## src/rtl/core/ncs_pkg.sv

```systemverilog
// Shared types and constants for the nearest codeword search block.
// Used by ncs_search and nearest_codeword_search; depends on nothing.
`timescale 1ns / 1ps

package ncs_pkg;

  localparam int unsigned INDEX_W    = 8;
  localparam int unsigned ELEM_IDX_W = 4;
  localparam int unsigned DIST_W     = 36;
  localparam int unsigned ENT_REG_W  = 9;
  localparam int unsigned BLEN_REG_W = 5;
  localparam int unsigned CFG_IDX_W  = 2;
  localparam int unsigned CFG_DATA_W = 9;

  localparam logic [DIST_W-1:0]     DIST_MAX = {DIST_W{1'b1}};
  localparam logic [ENT_REG_W-1:0]  ENT_RST  = 9'd256;
  localparam logic [BLEN_REG_W-1:0] BLEN_RST = 5'd16;

  // Register indexes of the configuration port
  localparam logic [CFG_IDX_W-1:0] CFG_ENTRIES   = 2'd0;
  localparam logic [CFG_IDX_W-1:0] CFG_BLOCK_LEN = 2'd1;

  // Item opcodes
  localparam logic OP_LOAD  = 1'b0;
  localparam logic OP_QUERY = 1'b1;

  typedef struct packed {
    logic                  start;
    logic [ENT_REG_W-1:0]  entries;
    logic [BLEN_REG_W-1:0] blen;
  } search_req_t;

  typedef struct packed {
    logic               busy;
    logic               valid;
    logic [INDEX_W-1:0] index;
    logic [DIST_W-1:0]  distance;
  } search_rsp_t;

endpackage

```

## src/rtl/core/ncs_search.sv

```systemverilog
// Search sequencer: walks entries and elements, squares differences,
// accumulates per entry and keeps the nearest one. Uses ncs_pkg types.
`timescale 1ns / 1ps

module ncs_search #(
  parameter int unsigned MAX_ENTRIES  = 256,
  parameter int unsigned MAX_DIM      = 16,
  parameter int unsigned SAMPLE_WIDTH = 16
) (
  input  logic                            clk_i,
  input  logic                            rst_ni,
  input  ncs_pkg::search_req_t            req_i,
  input  logic                            ack_i,
  output ncs_pkg::search_rsp_t            rsp_o,
  output logic [$clog2(MAX_ENTRIES)-1:0]  e_raddr_o,
  output logic [((MAX_DIM > 1) ? $clog2(MAX_DIM) : 1)-1:0] k_raddr_o,
  input  logic [SAMPLE_WIDTH-1:0]         cb_rdata_i,
  input  logic [SAMPLE_WIDTH-1:0]         q_rdata_i
);

  localparam int unsigned EIW = $clog2(MAX_ENTRIES);
  localparam int unsigned KW  = (MAX_DIM > 1) ? $clog2(MAX_DIM) : 1;
  localparam int unsigned DW  = $clog2(MAX_DIM + 1);
  localparam int unsigned AW  = 2 * SAMPLE_WIDTH + DW;
  localparam int unsigned XW  = (AW > ncs_pkg::DIST_W) ? AW : ncs_pkg::DIST_W;

  // Issue stage
  logic           run_q, run_d;
  logic [EIW-1:0] e_q, e_d;
  logic [KW-1:0]  k_q, k_d;
  logic [EIW-1:0] cntm1_q, cntm1_d;
  logic [KW-1:0]  dimm1_q, dimm1_d;
  logic           lk0, le0;
  logic [12:0]    ent_x;
  logic [6:0]     dim_x;

  // Pipeline tags
  logic           v1_q, v2_q, v3_q;
  logic           lk1_q, lk2_q, lk3_q;
  logic           le1_q, le2_q, le3_q;
  logic [EIW-1:0] e1_q, e2_q, e3_q;

  // Datapath
  logic signed [SAMPLE_WIDTH:0]     diff_d, diff_q;
  logic signed [2*SAMPLE_WIDTH+1:0] prod;
  logic [2*SAMPLE_WIDTH-1:0]        sq_q;
  logic [AW-1:0]                    acc_q, sum;
  logic [XW-1:0]                    sum_x;
  logic [ncs_pkg::DIST_W-1:0]       dist_sat;
  logic                             take;

  // Result
  logic                       done_q;
  logic [EIW-1:0]             best_e_q;
  logic [ncs_pkg::DIST_W-1:0] best_d_q;

  always_comb begin
    ent_x = (req_i.entries == '0) ? 13'd1 : 13'(req_i.entries);
    if (ent_x > 13'(MAX_ENTRIES)) begin
      ent_x = 13'(MAX_ENTRIES);
    end
    dim_x = (req_i.blen == '0) ? 7'd1 : 7'(req_i.blen);
    if (dim_x > 7'(MAX_DIM)) begin
      dim_x = 7'(MAX_DIM);
    end
    cntm1_d = EIW'(ent_x - 13'd1);
    dimm1_d = KW'(dim_x - 7'd1);

    lk0   = (k_q == dimm1_q);
    le0   = lk0 && (e_q == cntm1_q);
    run_d = run_q;
    e_d   = e_q;
    k_d   = k_q;
    if (req_i.start) begin
      run_d = 1'b1;
      e_d   = '0;
      k_d   = '0;
    end else if (run_q) begin
      if (lk0) begin
        k_d = '0;
        e_d = e_q + EIW'(1);
      end else begin
        k_d = k_q + KW'(1);
      end
      if (le0) begin
        run_d = 1'b0;
      end
    end
  end

  assign e_raddr_o = e_q;
  assign k_raddr_o = k_q;

  assign diff_d   = {q_rdata_i[SAMPLE_WIDTH-1], q_rdata_i}
                  - {cb_rdata_i[SAMPLE_WIDTH-1], cb_rdata_i};
  assign prod     = diff_q * diff_q;
  assign sum      = acc_q + AW'(sq_q);
  assign sum_x    = XW'(sum);
  assign dist_sat = (sum_x > XW'(ncs_pkg::DIST_MAX)) ? ncs_pkg::DIST_MAX
                                                     : sum_x[ncs_pkg::DIST_W-1:0];
  // Strict compare keeps the lower index on ties
  assign take     = (e3_q == '0) || (dist_sat < best_d_q);

  always_ff @(posedge clk_i or negedge rst_ni) begin
    if (!rst_ni) begin
      run_q  <= 1'b0;
      e_q    <= '0;
      k_q    <= '0;
      v1_q   <= 1'b0;
      v2_q   <= 1'b0;
      v3_q   <= 1'b0;
      done_q <= 1'b0;
    end else begin
      run_q <= run_d;
      e_q   <= e_d;
      k_q   <= k_d;
      v1_q  <= run_q;
      v2_q  <= v1_q;
      v3_q  <= v2_q;
      if (v3_q && le3_q) begin
        done_q <= 1'b1;
      end else if (ack_i) begin
        done_q <= 1'b0;
      end
    end
  end

  always_ff @(posedge clk_i) begin
    if (req_i.start) begin
      cntm1_q <= cntm1_d;
      dimm1_q <= dimm1_d;
      acc_q   <= '0;
    end
    lk1_q  <= lk0;
    le1_q  <= le0;
    e1_q   <= e_q;
    lk2_q  <= lk1_q;
    le2_q  <= le1_q;
    e2_q   <= e1_q;
    diff_q <= diff_d;
    lk3_q  <= lk2_q;
    le3_q  <= le2_q;
    e3_q   <= e2_q;
    sq_q   <= prod[2*SAMPLE_WIDTH-1:0];
    if (v3_q) begin
      if (lk3_q) begin
        acc_q <= '0;
        if (take) begin
          best_e_q <= e3_q;
          best_d_q <= dist_sat;
        end
      end else begin
        acc_q <= sum;
      end
    end
  end

  assign rsp_o.busy     = run_q | v1_q | v2_q | v3_q | done_q;
  assign rsp_o.valid    = done_q;
  assign rsp_o.index    = ncs_pkg::INDEX_W'(best_e_q);
  assign rsp_o.distance = best_d_q;

endmodule

```

## config.mk

```make
export PLATFORM = sky130hd
export DESIGN_NAME = ncs_search
export DESIGN_NICKNAME = d
export VERILOG_FILES = /design/src/rtl/core/ncs_pkg.sv /design/src/rtl/core/ncs_search.sv
export SDC_FILE = /design/constraint.sdc
export NUM_CORES = 1
export LEC_CHECK = 0
export BUFFER_PORTS_ARGS = -buffer_cell sky130_fd_sc_hd__buf_2
export CAP_MARGIN = 25
export CORE_MARGIN = 5
export CORE_UTILIZATION = 45
export CTS_CLUSTER_SIZE = 16
export DETAILED_ROUTE_END_ITERATION = 7
export MAX_ROUTING_LAYER = met4
export PLACE_DENSITY = 0.66
export SYNTH_ARGS = -nofsm -noshare
export SYNTH_HDL_FRONTEND = slang
export SYNTH_SLANG_ARGS = --single-unit
```

## constraint.sdc

```tcl
create_clock -name clk_i -period 9.5 [get_ports clk_i]
set_input_delay 0.475 -clock clk_i [delete_from_list [all_inputs] [get_ports clk_i]]
set_output_delay 0.475 -clock clk_i [all_outputs]
set_load 0.03 [all_outputs]
```

# [Word level (Yosys, flattened, before mapping)]
# Index checks and enable logic that the tools add are counted.
[classes] add_sub_neg=6 multipliers=1 magnitude_cmp=4 eq_ne=2 mux=19 bitwise_logic=4 reduce_logical=12
[ops] operator="$mux 37" n=3
[ops] operator="$add 37x32->37" n=1
[ops] operator="$gt 37x36->1 const B" n=1
[ops] operator="$lt 36x36->1" n=1
[ops] operator="$mux 36" n=1
[ops] operator="$mul 17x17->32" n=1
[ops] operator="$mux 8" n=4
[ops] operator="$sub 16x16->17" n=1
[ops] operator="$mux 4" n=4
[ops] operator="$gt 9x9->1 const B" n=1
[ops] operator="$logic_not 9->1" n=1
[ops] operator="$mux 9" n=1
[ops] operator="$add 8x1->8 const B" n=1
[ops] operator="$eq 8x8->1" n=1
[ops] operator="$logic_not 8->1" n=1
[ops] operator="$reduce_bool 2->1" n=4
[ops] operator="$sub 8x1->8 const B" n=1
[ops] operator="$gt 5x5->1 const B" n=1
[ops] operator="$logic_not 5->1" n=1
[ops] operator="$mux 1" n=5
[ops] operator="$mux 5" n=1
[ops] operator="$add 4x1->4 const B" n=1
[ops] operator="$eq 4x4->1" n=1
[ops] operator="$or 1x1->1" n=4
[ops] operator="5 further kinds" n=6
[word_totals] regBits=189 input_bits=50

# [Logic depth before layout (Yosys ltp)]
# Gate-level depths: netlist (run 1).
[depth] word_depth=6 depth_mapped=22 mapped_depth_nobuf=22

# [Worst setup path after synthesis (run 1)]
# OpenSTA, ideal clock, no wires.
[synth_timing] kind="reg-to-reg" from="register acc_q[13]" to="register best_d_q[0] (netlist bit) (enable)" setup_time_ns=0.512 arrival_ns=7.220 required_ns=8.988 slack_ns=1.768 stages_incl_launch_ff=21 synth_period_minus_slack_ns=7.732 cell_sequence="edfxtp_1 -> ha_1 -> clkbuf_1 -> a21oi_1 -> o211ai_1 -> a41oi_1 -> o211a_1 -> a211oi_1 -> o211ai_2 -> xor2_2 -> buf_2 -> nand2_1 -> ha_1 -> a21o_1 -> a211o_1 -> o211ai_1 -> a21oi_1 -> o41ai_1 -> o31a_1 -> a31oi_1 -> a211oi_1"
[synth_via] elab_chain_len=6
[synth_lines] item="start: declaration" line_no="ncs_search.sv:47" rtl="logic [AW-1:0] acc_q, sum;"
[synth_lines] item="start signal: assignment" line_no="ncs_search.sv:153" rtl="acc_q <= sum;"
[synth_lines] item="$add 37x32->37 (*)" line_no="ncs_search.sv:97" rtl="assign sum = acc_q + AW'(sq_q);"
[synth_lines] item="$gt 37x36->1" line_no="ncs_search.sv:99" rtl="assign dist_sat = (sum_x > XW'(ncs_pkg::DIST_MAX)) ? ncs_pkg::DIST_MAX"
[synth_lines] item="$mux 36 (*)" line_no="ncs_search.sv:99"
[synth_lines] item="net dist_sat (one bit)" line_no="ncs_search.sv:49" rtl="logic [ncs_pkg::DIST_W-1:0] dist_sat;"
[synth_lines] item="$lt 36x36->1 (*)" line_no="ncs_search.sv:102" rtl="assign take = (e3_q == '0) || (dist_sat < best_d_q);"
[synth_lines] item="$logic_or 1x1->1 (*)" line_no="ncs_search.sv:102"
[synth_lines] item="$reduce_and 3->1 (no line) (*)"
[synth_lines] item="end signal: assignment" line_no="ncs_search.sv:150" rtl="best_d_q <= dist_sat;"
[synth_lines] item="end: declaration" line_no="ncs_search.sv:55" rtl="logic [ncs_pkg::DIST_W-1:0] best_d_q;"
# The timed path passes the listed nets; every way through them passes the cells marked *.
# A chain may end at the register's enable or synchronous reset.

# [Final worst setup path (run 1)]
[layout_timing] from="register diff_q[16]" to="register sq_q[29]"
[layout_via] elab_chain_len=1
[layout_lines] item="start: declaration" line_no="ncs_search.sv:44" rtl="logic signed [SAMPLE_WIDTH:0] diff_d, diff_q;"
[layout_lines] item="start signal: assignment" line_no="ncs_search.sv:140" rtl="diff_q <= diff_d;"
[layout_lines] item="$mul 17x17->32" line_no="ncs_search.sv:96" rtl="assign prod = diff_q * diff_q;"
[layout_lines] item="net prod[29]" line_no="ncs_search.sv:45" rtl="logic signed [2*SAMPLE_WIDTH+1:0] prod;"
[layout_lines] item="end signal: assignment" line_no="ncs_search.sv:144" rtl="sq_q <= prod[2*SAMPLE_WIDTH-1:0];"
[layout_lines] item="end: declaration" line_no="ncs_search.sv:46" rtl="logic [2*SAMPLE_WIDTH-1:0] sq_q;"
# The timed path passes the listed nets, and every way through them passes these cells.

==> results of run 1 <==
==> cells in the mapped netlist (all sizes together), types with 5 or more instances <==
cell / n / area [sq um]
a2111oi: 7 / 80.07
a211oi: 8 / 60.06
a21o: 36 / 270.3
a21oi: 65 / 325.3
a31oi: 15 / 108.9
and2: 76 / 476.7
and3: 13 / 82.58
buf: 7 / 48.79
clkbuf: 32 / 140.1
dfrtp: 17 / 425.4
dfxtp: 78 / 1562
edfxtp: 93 / 2793
fa: 259 / 5185
ha: 170 / 2127
inv: 339 / 1272
nand2: 156 / 585.6
nand2b: 25 / 156.4
nand3: 16 / 80.08
nand4: 20 / 125.1
nor2: 120 / 450.4
nor2b: 13 / 81.33
nor3: 26 / 130.1
o2111ai: 6 / 52.55
o211ai: 11 / 87.58
o21a: 16 / 120.1
o21ai: 54 / 270.3
o21bai: 9 / 67.56
or2: 6 / 37.54
or3: 12 / 80.08
or4: 5 / 37.54
xnor2: 70 / 613.1
xor2: 32 / 287.8
==> final timing paths <==
check | from | endpoint | slack (ns) | cells past startpoint
max in group asynchronous | rst_ni | v2_q$_DFF_PN0_ | 8.74 | 2
min | ack_i | done_q$_DFFE_PN0P_ | 0.20 | 2
max reg2reg | diff_q[16]$_DFF_P_ | sq_q[29]$_DFF_P_ | 2.26 | 17
min in group asynchronous | rst_ni | e_raddr_o[0]$_DFFE_PN0P_ | 0.48 | 2
min reg2reg | e1_q[2]$_DFF_P_ | e2_q[2]$_DFF_P_ | 0.33 | 0
max | diff_q[16]$_DFF_P_ | sq_q[29]$_DFF_P_ | 2.26 | 17
==> flip-flops by register name, summed over array words and instances (netlist names), 4 cells and up <==
signal	cells
e2_q	8
e1_q	8
k_raddr_o	4
diff_q	17
best_e_q	8
sq_q	31
dimm1_q	4
cntm1_q	8
best_d_q	36
e_raddr_o	8
e3_q	8
acc_q	37
==> final cells by class <==
class                   instances  area [sq um]
fillers                      3774         20610
multi-input cells            1300         12500
flip-flops and latches        188          4780
repair buffers                111         568.0
inverters                     339          1272
well taps                     532         665.6
clock inverters                15         193.9
clock buffers                  17         425.4
==> repair_timing <==
action	CTS	global route
setup buffers	0	0
hold buffers	1	0
endpoints found under the hold margin	17	0
==> per-stage QoR <==
step	utilization	worst slack (ns)	hold slack (ns)	instance area, sq um	std cells
2_1_floorplan	-	1.768	0.1794	18740	1867
3_3_place_gp	0.4821	2.463	0.3101	19780	2469
3_5_place_dp	0.4821	2.260	0.3121	19780	2469
4_1_cts	0.4975	2.242	0.1797	20400	2502
5_1_grt	0.4975	1.771	0.1899	20400	2502
6_report	0.4975	2.261	0.1986	20400	2502
==> worst max-delay path, cell delays in order, from the launching register on <==
cell      delay [ns]
dfxtp_1         0.77
inv_1           0.40
nor2_1          0.39
fa_1            0.55
fa_1            0.81
inv_1           0.24
fa_1            0.57
inv_1           0.05
fa_1            0.47
fa_1            0.52
fa_1            0.49
ha_1            0.37
a21o_1          0.22
a211oi_1        0.52
inv_1           0.12
or3_1           0.36
o211ai_1        0.20
xnor2_1         0.14
==> logic make-up after synthesis <==
group | after synthesis | share of synthesized area
simple gates | 504 | 0.1311
fa+ha+maj | 429 | 0.3903
buf+inv | 379 | 0.07846
compound gates | 263 | 0.09529
flops | 188 | 0.2551
xor+xnor | 103 | 0.04928
mux | 1 | 0.0005342
==> layer usage <==
metal | global-route usage | vias up | routed length (microns)
met2 | 0.3337 | 209 | 20940
met4 | 0.05454 | 0 | 917
met1 | 0.2213 | 6448 | 16710
li1 | - | 6247 | -
met3 | 0.01991 | 51 | 1043
met5 | - | - | 0
==> metrics, run 1 <==
status completed; number of flops mapped to enable cells by yosys 93; worst setup path class register to register; Avg Synthesized Cell Area 10.04 sq um; CTS max path bufs 2; GRT Resource Usage Total 0.1855; layout cells sized above 1 0.08426; routed len/inst 15.83 microns; chip height 214.1 microns; relative slew slack 0.3705; Die W 214.1 microns; number of global-route vias before repair 13.93k; Yosys reg bits 188; largest net degree at the start of global routing 38; Critical Path Sink Type register; synthesized cell area 18740 sq um; Initial DRT Pass Iterations 5; IO Pins 108; clk_lat worst skew 0.45 ns; Port Buffers 107; ys flop type edfxtp_1; diode count 0; register area share after synthesis 0.2551; critical path fanouts, max 21; H-tree lvl count 4; Max Cap Violations 0; Yosys warning total 0; Final ANT Viol Nets 0; WP data required 9.89 ns; DR DRC count 0; Cell Rows 74; core area 41020 sq um; Final setup viols 0; most common cell after layout, fill and taps aside inv_1; Root Buffer clkbuf_16; CTS tree built; Iter 0 DRT Violations 673; Layout area overhead 8.902%; Post-Synthesis Cells 1867; Data arrival, critical path 7.63 ns; fmax 0.1381 GHz; CP Launch Type register; Distinct cells, synth 77; Post-synth ARST share 0.09043; fin crit period 7.239 ns; fin crit share 0.7620; final setup skew 0.01135 ns; initial antenna violation count 0; nets@finish 2436; gp weighted congestion 0.8874; syn_nets 2346; DIE AREA 45820 sq um; DP Wirelength 32.19 mm; vias per cell 5.178; Worst Tran Pin Value 0.9442 ns; Vias 12.96k; post-cts resize count 0; cts bufs inserted 17; DRT Wirelength 39.62 mm; Final Max Slew Viols 0; most frequent cells in the layout inv_1 (339), fa_1 (259), ha_1 (170); Hold Crit Class primary input to register; TNS Setup 0 ns; Final Hold Fails 0; first-pass GRT wire length 67.95 mm; Overflow after GRT 0; CTS sink count 188; Worst-path clk slew 0.08 ns; RSZ-0062 raised after global routing false; Initial Util 0.4568
Power of run 1 is left out: the tool's default activity adds up to more than one toggle a clock period on the data nets, which glitch-free logic cannot reach.
==> inputs of run 2 (changes only) <==
Settings changed: ABC_AREA set to 1, PLACE_DENSITY 0.66 to 0.68.
Clock period 9.5 ns to 6.5 ns, I/O delays scaled along.
==> metrics, run 2 <==
status completed; met3 Resource Use GR 0.02736; fill cell count 3747; H-tree lvl count 4; xor/xnor share of the synthesized area 0.05246; leading area contributor after synthesis fa_1; met1 Use GR 0.2198; synthesized cell area 18700 sq um; DRT Wirelength 39.19 mm; crit path max-delay cell type dfxtp_1; largest net degree at the start of global routing 45; setup repair bufs after CTS 0; number of flops mapped to enable cells by yosys 93; biggest regs acc_q (37), best_d_q (36), sq_q (31); mux share of post-synthesis cell area 0.0005353; Crit path max-delay family adder cells; most frequent cells in the layout inv_1 (482), nand2_1 (365), fa_1 (259); CTS sink count 188; Synth Area in Compound Gates 0.06544; clk_lat worst skew 0.45 ns; Final Max Slew Viols 0; Yosys warning total 0; nets@finish 2623; GRT Resource Usage Total 0.1874; gp weighted congestion 0.8986; TNS Setup 0 ns; WP data required 6.82 ns; max reg flops 37; RSZ-0062 raised after global routing false; Initial Util 0.4559; diode count 0; Layout area overhead 9.782%; worst setup path class register to register; ys flop type edfxtp_1; Vias 13.23k; multi-input logic area 11930 sq um; Initial DRT Pass Iterations 5; synth top area cells fa_1 (28%), edfxtp_1 (15%), ha_1 (11%); DP Wirelength 33.11 mm; routed len/inst 14.57 microns; synth cell count leaders inv_1 (482), nand2_1 (365), fa_1 (259); chip height 213.8 microns; IO Pins 108; Root Buffer clkbuf_16; initial antenna violation count 0; Buf+Inv Stages, Crit Path 4; largest family of logic cells by synthesized area adder cells; Post-Synthesis Cells 2037; Distinct cells, synth 57; Hold Crit Class primary input to register; Post-Synth Adder-Cell Area 0.3910; syn_nets 2516; most frequent cell after synthesis inv_1; Worst-path clk slew 0.08 ns; gr busiest metal met2; critical path fanouts, max 12; crit path cell chain nand2_1 > fa_1 > fa_1 > inv_1 > fa_1 > inv_1 > fa_1 > fa_1 > fa_1 > inv_1 > ha_1 > nand2_1 > nor2_1 > inv_1 > nor3_1 > nand2_1 > o211ai_1 > nand3_1 > nand2_1 > a31oi_1 > xor2_1; CTS max path bufs 2; Cell Rows 74; first-pass GRT wire length 67.30 mm; Critical Path Sink Type register; share of the synthesized area in the top cell type 0.2773; CP Launch Type register; register area share after synthesis 0.2556; relative slew slack 0.4869; core area 41020 sq um; Port Buffers 107; cts bufs inserted 17; slowest stage delay, CP 0.74 ns; Final ANT Viol Nets 0; Worst Tran Pin Value 0.7696 ns; met2 GRT Util 0.3327; Post-synth ARST share 0.09043; number of global-route vias before repair 14.56k; layout cells sized above 1 0.09921; Die W 213.8 microns; CP most frequent cell fa_1; DR DRC count 0; Overflow after GRT 0; FF+latch area 4782 sq um; Final setup viols 0; fmax 0.1615 GHz; final setup skew 0.01429 ns; Most flops, register acc_q; Max Cap Violations 0; most common cell after layout, fill and taps aside inv_1; Yosys reg bits 188; fin crit share 0.9526; Final Hold Fails 0; Avg Synthesized Cell Area 9.180 sq um; fin crit period 6.192 ns; CTS tree built; vias per cell 4.919; Data arrival, critical path 6.52 ns; Iter 0 DRT Violations 701; DIE AREA 45730 sq um; simple-gate share of the synthesized area 0.1279
run 2: changes by cell type in the layout (fill, tap and decap cells not counted), sizes merged, moves of 28 or more:
cell | before | now
nand2 | 156 | 373
inv | 347 | 494
and2 | 76 | 2
a21oi | 65 | 104
a21o | 36 | 5
xor2 | 32 | 60
run 2: path summary, 6_finish.rpt:
| path | start | to | slack (ns) | depth (start not counted) |
|---|---|---|---|---|
| hold / removal | ack_i | done_q$_DFFE_PN0P_ | 0.09 | 2 |
| setup reg to reg | diff_q[10]$_DFF_P_ | sq_q[29]$_DFF_P_ | 0.31 | 21 |
| max in group asynchronous | rst_ni | k_raddr_o[1]$_DFFE_PN0P_ | 5.90 | 2 |
| hold reg to reg | e1_q[0]$_DFF_P_ | e2_q[0]$_DFF_P_ | 0.32 | 0 |
| min in group asynchronous | rst_ni | e_raddr_o[3]$_DFFE_PN0P_ | 0.32 | 2 |
| setup / recovery | diff_q[10]$_DFF_P_ | sq_q[29]$_DFF_P_ | 0.31 | 21 |
run 2: area by class of cell:
class / count / share of cell area
clock inverters: 15 / 0.008838
well taps: 532 / 0.03243
flip-flops and latches: 188 / 0.2329
clock buffers: 17 / 0.02072
multi-input cells: 1320 / 0.5812
repair buffers: 131 / 0.03499
inverters: 486 / 0.08886
run 2: per-layer routing:
metal,routed length [microns],share of wire,up-vias
li1,-,-,6449
met3,1402,0.036,75
met5,0,0,-
met4,1112,0.028,0
met1,15910,0.41,6440
met2,20760,0.53,262
run 2: what timing repair did:
item	CTS	global route
endpoints found under the setup margin	0	5
endpoints found under the hold margin	17	0
hold buffers	1	0
gates resized for setup	0	3
run 2: worst reg2reg max path, delay by kind of cell, from the launching register on:
kind                       cells  cell delay [ns]
DFF                            1             0.74
and+or+nand+nor                7             1.11
adders and majority gates      7             3.45
buffers and inverters          4             0.23
AOI/OAI and AO/OA              2             0.38
xor gates and xnor gates       1             0.15
run 2: per-stage QoR:
stage | setup slack [ns] | hold WS [ns] | std cells | area (sq um) | utilization
3_3_place_gp | 0.3882 | 0.2596 | 2656 | 19900 | 0.4852
5_1_grt | 0.01425 | 0.08900 | 2689 | 20530 | 0.5005
4_1_cts | 0.2033 | 0.08008 | 2689 | 20520 | 0.5003
6_report | 0.3084 | 0.09391 | 2689 | 20530 | 0.5005
3_5_place_dp | 0.2482 | 0.2701 | 2656 | 19900 | 0.4852
2_1_floorplan | 0.4402 | 0.02941 | 2037 | 18700 | -
run 2: kinds of logic (layout without fill, tap and decap cells):
group / after synthesis / after routing
XOR/XNOR: 112 / 112
AO/OA/AOI/OAI: 208 / 208
buffers and inverters: 529 / 649
AND/OR/NAND/NOR: 570 / 570
flip-flops: 188 / 188
multiplexers: 1 / 1
adder cells (fa/ha/maj): 429 / 429
Power of run 2 is left out for the same reason.
==> inputs of run 3 (changes only) <==
Settings changed: ABC_AREA 1 to unset, BUFFER_PORTS_ARGS -buffer_cell sky130_fd_sc_hd__buf_2 to unset, DONT_BUFFER_PORTS set to 1, PLACE_DENSITY 0.68 to 0.66.
==> metrics, run 3 (synthesized netlist as in run 1, its figures left out) <==
Iter 0 DRT Violations 755; R2R depth 20; worst reg2reg path startpoint diff_q[5]$_DFF_P_; critical path fanouts, max 13; initial antenna violation count 0; Critical Path Sink Type register; Worst-path clk slew 0.08 ns; hold path endpoint cntm1_q[7]$_DFFE_PP_; DP Wirelength 33.20 mm; Hold Startpoint req_i[13]; Final Hold Fails 0; fin crit share 0.9526; CTS tree built; RSZ-0062 raised after global routing false; gp weighted congestion 0.8867; TNS Setup 0 ns; reg2reg setup slack 0.31 ns; fin crit period 6.192 ns; slowest stage delay, CP 0.56 ns; hold path depth 1; Most flops, register acc_q; Cell Rows 74; Vias 12.75k; DIE AREA 45820 sq um; CTS sink count 188; relative slew slack 0.3368; Final ANT Viol Nets 0; diode count 0; fin util 0.4923; setup repair bufs after CTS 0; Die W 214.1 microns; IO Pins 108; biggest regs acc_q (37), best_d_q (36), sq_q (31); Buf+Inv Stages, Crit Path 6; clk_lat worst skew 0.45 ns; CP Launch Type register; Hold Crit Class primary input to register; nets@finish 2371; H-tree lvl count 4; worst setup path class register to register; Worst Tran Pin Value 0.9947 ns; CTS max path bufs 2; status completed; final setup margin 0.3080 ns; DRT Wirelength 39.87 mm; WP data required 6.81 ns; Port Buffers 0; Root Buffer clkbuf_16; non-filler cells, final 2437; core area 41020 sq um; layout cells sized above 1 0.05879; Final setup viols 0; fmax 0.1615 GHz; routed len/inst 16.36 microns; Data arrival, critical path 6.50 ns; GRT Resource Usage Total 0.1877; chip height 214.1 microns; vias per cell 5.232; largest net degree at the start of global routing 38; Layout area overhead 7.760%; CP most frequent cell fa_1; DR DRC count 0; max reg flops 37; R2R Path End sq_q[31]$_DFF_P_; most common cell after layout, fill and taps aside inv_1; Setup Slack @ Placement 0.2047 ns; crit path cell chain buf_4 > and2_1 > fa_1 > fa_1 > inv_1 > fa_1 > inv_1 > fa_1 > inv_1 > fa_1 > inv_1 > fa_1 > ha_1 > buf_4 > and4_1 > a221o_1 > a22oi_1 > o211ai_1 > a2111oi_0 > a311oi_1; Initial Util 0.4568; cell count after placement 2402; Final Max Slew Viols 0; first-pass GRT wire length 68.73 mm; Initial DRT Pass Iterations 5; crit path max-delay cell type fa_1; Crit path max-delay family adder cells; most frequent cells in the layout inv_1 (339), fa_1 (259), ha_1 (170); Max Cap Violations 0; cts bufs inserted 17; final setup skew 0.02003 ns; number of global-route vias before repair 14.00k; Overflow after GRT 0
run 3: cell count changes in the layout (fill, tap and decap cells not counted), moves of 13 or more:
cell / previous run / this run
and2_1: 2 / 75
a21o_1: 4 / 36
nand2b_1: 0 / 25
nand2_1: 365 / 156
xor2_1: 60 / 31
buf_2: 107 / 0
o21a_1: 3 / 16
buf_4: 23 / 42
nor2b_1: 0 / 13
a21oi_1: 97 / 65
xnor2_1: 52 / 70
inv_1: 482 / 339
run 3: per-stage QoR:
step / hold WS, ns / instance area, sq um
finish: 0.04418 / 20190
global route: 0.02439 / 20190
CTS: 0.009286 / 20160
detailed placement: 0.03013 / 19550
global placement: 0.03022 / 19550
floorplan: 0.02941 / 18740
run 3: layout make-up:
type / instances / area, sq um
Clock buffer: 18 / 429.2
Clock inverter: 14 / 147.6
Fill cell: 3771 / 20830
Inverter: 339 / 1272
Multi-Input combinational cell: 1300 / 12510
Sequential cell: 188 / 4796
Tap cell: 532 / 665.6
Timing Repair Buffer: 46 / 365.4
run 3: how the worst max path moves through the flow:
stage / startpoint / endpoint / slack (ns) / cells after the start
floorplan: acc_q[13]$_SDFFCE_PP0P_ / best_d_q[0]$_DFFE_PP_ / 0.30 / 20
global placement: diff_q[6]$_DFF_P_ / sq_q[31]$_DFF_P_ / 0.27 / 19
detailed placement: diff_q[8]$_DFF_P_ / sq_q[31]$_DFF_P_ / 0.20 / 19
CTS: diff_q[8]$_DFF_P_ / sq_q[31]$_DFF_P_ / 0.18 / 19
global route: diff_q[6]$_DFF_P_ / sq_q[31]$_DFF_P_ / 0.01 / 19
finish: diff_q[5]$_DFF_P_ / sq_q[31]$_DFF_P_ / 0.31 / 20
run 3: repair_timing:
action / in CTS / in global routing
endpoints found under the hold margin: 40 / 0
resized for setup: 0 / 15
setup endpoints to repair: 0 / 5
hold buffers: 3 / 0
run 3: worst reg2reg max path: cells and delay by family, from the launching register on:
family,cells,cell delay (ns)
flip-flops,1,0.32
AND/OR/NAND/NOR,2,0.39
buffers and inverters,6,0.57
AO/OA/AOI/OAI,5,1.37
adder cells (fa/ha/maj),7,3.43
run 3: layer usage:
metal | up-vias | track usage | wire length, microns
met3 | 63 | 0.02527 | 1158
met2 | 212 | 0.3326 | 20910
met4 | 0 | 0.05647 | 1096
li1 | 6126 | - | -
met1 | 6350 | 0.2244 | 16710
met5 | - | - | 0
Power of run 3 is left out for the same reason.
